`src/assert_macros.svh`:
```
// ----------------------------------------------------------------------------
// assert_macros.svh
// Clocked assertion helpers shared by the heightmap query RTL.
// ----------------------------------------------------------------------------
`ifndef ASSERT_MACROS_SVH
`define ASSERT_MACROS_SVH

// Check a property on every rising clk_i edge outside reset.
`define ASSERT_CLK(lbl, prop, msg) \
  lbl: assert property (@(posedge clk_i) disable iff (!rst_ni) (prop)) else $error(msg);

// Check that a condition implies a consequence in the same cycle.
`define ASSERT_IMPL(lbl, ante, cons, msg) \
  `ASSERT_CLK(lbl, (ante) |-> (cons), msg)

`endif

```
`src/hmtq_pkg.sv`:
```
// ----------------------------------------------------------------------------
// hmtq_pkg
// Types and constants shared by the heightmap terrain height query block.
// ----------------------------------------------------------------------------
`default_nettype none

package hmtq_pkg;

  // Item kinds carried in tuser
  localparam logic CMD_LOAD  = 1'b0;
  localparam logic CMD_QUERY = 1'b1;

  // Configuration register indexes
  localparam logic CFG_ORIGIN_X = 1'b0;
  localparam logic CFG_ORIGIN_Z = 1'b1;

  // Fraction width of the grid coordinate and divider steps per stage
  localparam int FRAC_W    = 16;
  localparam int DIV_STEPS = 4;

  // Barycentric weight of one full unit in Q16
  localparam logic [16:0] W_ONE = 17'h10000;

  // Height scale: (p-128)*80 in Q8 over Q16 weights is 5*S/4096 - 10240
  localparam logic [2:0]  HEIGHT_SCALE  = 3'd5;
  localparam logic [11:0] ROUND_BIAS    = 12'd2048;
  localparam int          HEIGHT_SHIFT  = 12;
  localparam logic [15:0] HEIGHT_OFFSET = 16'd10240;

  // Load fields that ride along the query pipeline
  typedef struct packed {
    logic       cmd;
    logic [7:0] grid_col;
    logic [7:0] grid_row;
    logic [7:0] pixel;
  } side_t;

endpackage

`default_nettype wire

```
`src/hmtq_locate.sv`:
```
// ----------------------------------------------------------------------------
// hmtq_locate
// Map a world point to a grid cell and Q16 fractions on both axes: origin
// subtract, scale by GRID_POINTS-1, range check and a pipelined restoring
// divider by TILE_SPAN.
// ----------------------------------------------------------------------------
`default_nettype none
`include "assert_macros.svh"

module hmtq_locate
  import hmtq_pkg::*;
#(
  parameter int GRID_POINTS = 256,
  parameter int TILE_SPAN   = 800,
  localparam int AW         = $clog2(GRID_POINTS)
) (
  input  wire logic               clk_i,
  input  wire logic               rst_ni,
  input  wire logic               in_valid_i,
  output logic                    in_ready_o,
  input  wire side_t              in_side_i,
  input  wire logic signed [31:0] in_world_x_i,
  input  wire logic signed [31:0] in_world_z_i,
  input  wire logic signed [31:0] origin_x_i,
  input  wire logic signed [31:0] origin_z_i,
  output logic                    out_valid_o,
  input  wire logic               out_ready_i,
  output side_t                   out_side_o,
  output logic                    out_outside_o,
  output logic [AW-1:0]           out_cell_x_o,
  output logic [FRAC_W-1:0]       out_frac_x_o,
  output logic [AW-1:0]           out_cell_z_o,
  output logic [FRAC_W-1:0]       out_frac_z_o
);

  // Scaled offset width and quotient width (cell bits over fraction bits)
  localparam int UW  = 32 + AW;
  localparam int QW  = AW + FRAC_W;
  localparam int NDS = (QW + DIV_STEPS - 1) / DIV_STEPS;
  localparam int NST = 3 + NDS;

  localparam logic [AW-1:0] GM1  = AW'(GRID_POINTS - 1);
  localparam logic [15:0]   SPAN = 16'(TILE_SPAN);
  localparam longint        LIM_L = longint'(GRID_POINTS - 1) * 256 * longint'(TILE_SPAN);
  localparam logic [UW-1:0] LIM  = UW'(LIM_L);

  typedef struct packed {
    logic          outside;
    logic [15:0]   rem;
    logic [QW-1:0] bits;
    logic [QW-1:0] quo;
  } div_t;

  logic [NST-1:0] v_q;
  logic [NST-1:0] rdy;
  side_t          side_q [NST];

  logic [1:0][31:0]     world_w;
  logic [1:0][31:0]     orig_w;
  logic [1:0]           outside_w;
  logic [1:0][AW-1:0]   cell_w;
  logic [1:0][FRAC_W-1:0] frac_w;

  assign world_w = {in_world_z_i, in_world_x_i};
  assign orig_w  = {origin_z_i, origin_x_i};

  // Advance a stage when it is empty or the next one advances
  always_comb begin
    rdy[NST-1] = !v_q[NST-1] || out_ready_i;
    for (int k = NST - 2; k >= 0; k--) begin
      rdy[k] = !v_q[k] || rdy[k+1];
    end
  end

  assign in_ready_o = rdy[0];

  // Valid bits travel with the data
  always_ff @(posedge clk_i or negedge rst_ni) begin
    if (!rst_ni) begin
      v_q <= '0;
    end else begin
      if (rdy[0]) begin
        v_q[0] <= in_valid_i;
      end
      for (int k = 1; k < NST; k++) begin
        if (rdy[k]) begin
          v_q[k] <= v_q[k-1];
        end
      end
    end
  end

  // Carry load fields alongside
  always_ff @(posedge clk_i) begin
    if (rdy[0]) begin
      side_q[0] <= in_side_i;
    end
    for (int k = 1; k < NST; k++) begin
      if (rdy[k]) begin
        side_q[k] <= side_q[k-1];
      end
    end
  end

  for (genvar a = 0; a < 2; a++) begin : g_axis
    logic [32:0]   t_q;
    logic          neg_q;
    logic [UW-1:0] u_q;
    div_t          dv_q [NDS+1];

    // Stage 0: exact 33-bit offset from the origin
    always_ff @(posedge clk_i) begin
      if (rdy[0]) begin
        t_q <= {world_w[a][31], world_w[a]} - {orig_w[a][31], orig_w[a]};
      end
    end

    // Stage 1: scale by GRID_POINTS-1
    always_ff @(posedge clk_i) begin
      if (rdy[1]) begin
        neg_q <= t_q[32];
        u_q   <= UW'(t_q[31:0]) * UW'(GM1);
      end
    end

    // Stage 2: range check and divider setup (dividend is u shifted up by 8)
    always_ff @(posedge clk_i) begin
      if (rdy[2]) begin
        dv_q[0].outside <= neg_q || (u_q >= LIM);
        dv_q[0].rem     <= 16'(u_q >> (AW + 8));
        dv_q[0].bits    <= {u_q[AW+7:0], 8'h00};
        dv_q[0].quo     <= '0;
      end
    end

    // Divider stages: a few quotient bits each
    for (genvar j = 0; j < NDS; j++) begin : g_div
      div_t dv_d;

      always_comb begin
        div_t        cur;
        logic [16:0] trial;
        cur   = dv_q[j];
        trial = '0;
        for (int s = 0; s < DIV_STEPS; s++) begin
          if (j * DIV_STEPS + s < QW) begin
            trial    = {cur.rem, cur.bits[QW-1]};
            cur.bits = cur.bits << 1;
            if (trial >= {1'b0, SPAN}) begin
              cur.rem = 16'(trial - {1'b0, SPAN});
              cur.quo = {cur.quo[QW-2:0], 1'b1};
            end else begin
              cur.rem = trial[15:0];
              cur.quo = {cur.quo[QW-2:0], 1'b0};
            end
          end
        end
        dv_d = cur;
      end

      always_ff @(posedge clk_i) begin
        if (rdy[3+j]) begin
          dv_q[j+1] <= dv_d;
        end
      end
    end

    assign outside_w[a] = dv_q[NDS].outside;
    assign cell_w[a]    = dv_q[NDS].quo[QW-1:FRAC_W];
    assign frac_w[a]    = dv_q[NDS].quo[FRAC_W-1:0];
  end

  assign out_valid_o   = v_q[NST-1];
  assign out_side_o    = side_q[NST-1];
  assign out_outside_o = outside_w[0] | outside_w[1];
  assign out_cell_x_o  = cell_w[0];
  assign out_frac_x_o  = frac_w[0];
  assign out_cell_z_o  = cell_w[1];
  assign out_frac_z_o  = frac_w[1];

  `ASSERT_IMPL(a_cell_in_grid, out_valid_o && !out_outside_o, (32'(out_cell_x_o) < 32'(GRID_POINTS - 1)) && (32'(out_cell_z_o) < 32'(GRID_POINTS - 1)), "in-range cell beyond last grid cell")

endmodule

`default_nettype wire

```
`config.mk`:
```
export PLATFORM = sky130hd
export DESIGN_NAME = hmtq_locate
export DESIGN_NICKNAME = d
export VERILOG_FILES = /design/src/hmtq_pkg.sv /design/src/hmtq_locate.sv
export VERILOG_INCLUDE_DIRS = /design/src /design/src/src
export SDC_FILE = /design/constraint.sdc
export NUM_CORES = 2
export LEC_CHECK = 0
export ABC_AREA = 1
export ABC_CLOCK_PERIOD_IN_PS = 43900
export BUFFER_PORTS_ARGS = -buffer_cell sky130_fd_sc_hd__buf_2
export CORE_UTILIZATION = 29
export DETAILED_ROUTE_END_ITERATION = 12
export SLEW_MARGIN = 20
export SYNTH_ARGS = -nofsm -noshare
export SYNTH_HDL_FRONTEND = slang
export SYNTH_SLANG_ARGS = --single-unit
```
`constraint.sdc`:
```
create_clock -name clk_i -period 43.9 [get_ports clk_i]
set_input_delay 2.195 -clock clk_i [delete_from_list [all_inputs] [get_ports clk_i]]
set_output_delay 2.195 -clock clk_i [all_outputs]
set_load 0.01 [all_outputs]
```
==> impl_metrics.csv <==
group,metric,value,unit
global_route,grt_antenna_before_repair,2,
drt,wirelength,118000,um
cts,max-clock-path-buffers,3,
synth,synth_fa_ha_area_share,15.7,%
global_route,grt_max_degree,72,
cts,cts_sinks,828,
die,die_y,448,um
setup_path,cpMostUsedCell,"nor2_1",
setup_path,critPathBufInv,9,
sta,setup_viol,0,
sta,slew_viol_final,0,
status,status,"finished clean",
drt,drtPass1Iterations,6,
synth,synth.area.mux_share,0,%
cts,post_cts_resized,0,
die,die_area,0.200,sq mm
cts,cts_setup_buffers,0,
sta,fin_skew,0.0670,ns
placed_design,place_hpwl,95300,um
synth,yosys.area_share.simple,22.4,%
cells_and_area,diodes,0,
setup_path,cp.required,41.70,ns
die,ios,233,
cells_and_area,ff_latch_area,0.0248,sq mm
synth,synthFlopType,"edfxtp_1",
synth,yosysWarningCount,0,
global_route,grt_pass1_wl,195000,um
sta,worst_pin_slew,0.990,ns
setup_path,path_cells,"buf_2 -> nor2_1 -> clkinv_2 -> nor2_1 -> inv_4 -> nor2_1 -> inv_4 -> nor2_1 -> inv_4 -> nor2_1 -> inv_4 -> nor2_1 -> inv_4 -> nor2_1 -> inv_4 -> nor2_1 -> nand2_4 -> buf_2",
setup_path,cp.arrival,6.55,ns
hold_path,hold_path.startpoint,"g_axis[0].dv_q[3][1]",
global_route,use_met3,1.80,%
placed_design,placed_area,0.0613,sq mm
run,maxCapViolations,0,
setup_path,slowest_stage,"clkinv_2",
synth,ys_types,71,
setup_path,cpPeakStageDelay,0.44,ns
die,core,0.197,sq mm
die,die_x,448,um
synth,syn_nets,6775,
global_route,grt.busiest_layer,"met2",
synth,synth_edf_count,819,
synth,yosysMostFrequentCell,"nand2_1",
synth,netlist_area,0.0576,sq mm
sta,fmax,114,MHz
cts,clkTransAtPathRegs,0.06,ns
synth,syn_area_per_cell,9.48,sq um
synth,yosysTopAreaCell,"edfxtp_1",
setup_path,path_max_fanout,37,
drt,drc,0,
cts,cts_buffers,90,
sta,fin_tns_setup,0,ns
setup_path,r2r_slack,37.50,ns
sta,hold_viol,0,
placed_design,portBuffers,232,
drt,ant_nets,0,
setup_path,reg2reg_from,"g_axis[1].t_q[3]",
cells_and_area,multi_input_area,0.0278,sq mm
setup_path,cp_top_family,"simple AND/OR/NAND/NOR gates",
global_route,met2_usage,21.4,%
setup_path,worstReg2RegEnd,"g_axis[1].u_q[39]",
synth,synth-seq-area-share,43.1,%
cells_and_area,fin_area,0.0643,sq mm
hold_path,min_to,"g_axis[0].dv_q[4][5]",
drt,drt_iter0_markers,2021,
sta,relSlewSlack,34.0,%
setup_path,path_class,"input port to primary output",
global_route,gr-usage-met1,14.7,%
synth,synth_xor_area_share,5.38,%
sta,fin_crit_sh,19.9,%
setup_path,reg2reg_depth,23,
cts,cts_tree,"built",
setup_path,cp_num_cells,18,
synth,ys_ff_latch,828,
drt,vias_per_cell,4.33,
hold_path,hold_depth,0,
synth,synth-async-reset-ratio,1.09,%
global_route,grt.total_usage,11.9,%
sta,rsz0062_at_grt,"false",
global_route,grt_overflow,0,
drt,vias,39095,
synth,ys_top_cells_by_count,"nand2_1, inv_1, edfxtp_1",
drt,routedWlPerCell,13.1,um
setup_path,endpoint_kind,"primary output",
synth,synth_top_family_by_area,"simple AND/OR/NAND/NOR gates",
synth,ys_top_cells_by_area,"edfxtp_1, fa_1, nand2_1",
cells_and_area,drive_gt1_share,13.3,%
cts,h-tree-depth,3,
cts,clkLatencyLatePin,0.73,ns
setup_path,start_kind,"input port",
global_route,grt_pass1_vias,39206,
hold_path,hold_path.class,"register to register",
synth,synth_compound_area_share,4.80,%
sta,fin_crit,8.74,ns
synth,yosysTopAreaCellShare,42.7,%
die,rows,163,
cells_and_area,synthToLayoutAreaGrowth,11.6,%
cts,clockRootBuffer,"clkbuf_16",
cells_and_area,fill_cells,20213,
setup_path,worstSetupStartpoint,"out_ready_i",
die,start_util,29.2,%
placed_design,gp_congestion,0.879,
cts,hold_buffers,0,
synth,synthCells,6076,
cells_and_area,fin_nets,7002,
placed cells by master, fill, tap and decap left out, types with 122 or more instances in the layout:
cell type and n:
a21oi_1 198, nand2_2 137, xor2_1 252, ha_1 240
nand3_1 367, buf_2 232, fa_1 302, inv_1 996
nor2_1 369, nand2_1 1367, nand4_1 122, edfxtp_1 819
cells by family (layout without fill, tap and decap cells):
group | Yosys count | count (layout)
DFF | 828 | 828
xor gates and xnor gates | 353 | 353
AOI/OAI and AO/OA | 465 | 465
buffers and inverters | 1183 | 1486
and+or+nand+nor | 2705 | 2705
adders and majority gates | 542 | 542
worst max-delay path by stage:
stage	endpoint	slack, ns
final	in_ready_o	35.16
after global routing	in_ready_o	34.65
after CTS	in_ready_o	35.01
after detailed placement	in_ready_o	35.02
after global placement	in_ready_o	34.91
after floorplan	in_ready_o	24.03
sequential cells by signal, indices dropped and copies added (netlist names):
register	flops
g_axis.t_q	66
v_q	9
g_axis.u_q	80
side_q	225
g_axis.neg_q	2
g_axis.dv_q	446
layout make-up:
class	instances	share of cell area [%]
multi-input combinational	4065	43.3
sequential	828	38.6
inverter	1076	6.33
tap	2640	5.14
clock buffer	120	3.77
timing repair buffer	242	1.92
clock inverter	48	0.950
stage by stage:
stage | hold WS (ns) | std cells | utilization (%) | setup WS (ns)
after global routing | 0.399 | 9019 | 32.6 | 34.65
after detailed placement | 0.405 | 8851 | 31.0 | 35.02
after global placement | 0.401 | 8851 | 31.0 | 34.91
after CTS | 0.385 | 9019 | 32.6 | 35.01
final | 0.388 | 9019 | 32.6 | 35.16
after floorplan | 0.400 | 6076 | - | 24.03
layer usage:
metal  vias up  share of wire, %
met4         2               2.0
met5         -            0.0085
met3       149               3.2
met2       504                50
met1     18254                45
li1      20186                 -
worst reg2reg max path: cells and delay by family (launching register included):
kind	cells	cell delay [ns]
flip-flops	1	0.53
AO/OA/AOI/OAI	10	2.56
AND/OR/NAND/NOR	3	0.22
buffers and inverters	4	0.25
XOR/XNOR	1	0.09
adder cells (fa/ha/maj)	5	2.48
Power is not shown: default switching activity piles up to over one toggle a cycle in this logic, so the estimate is an artifact.
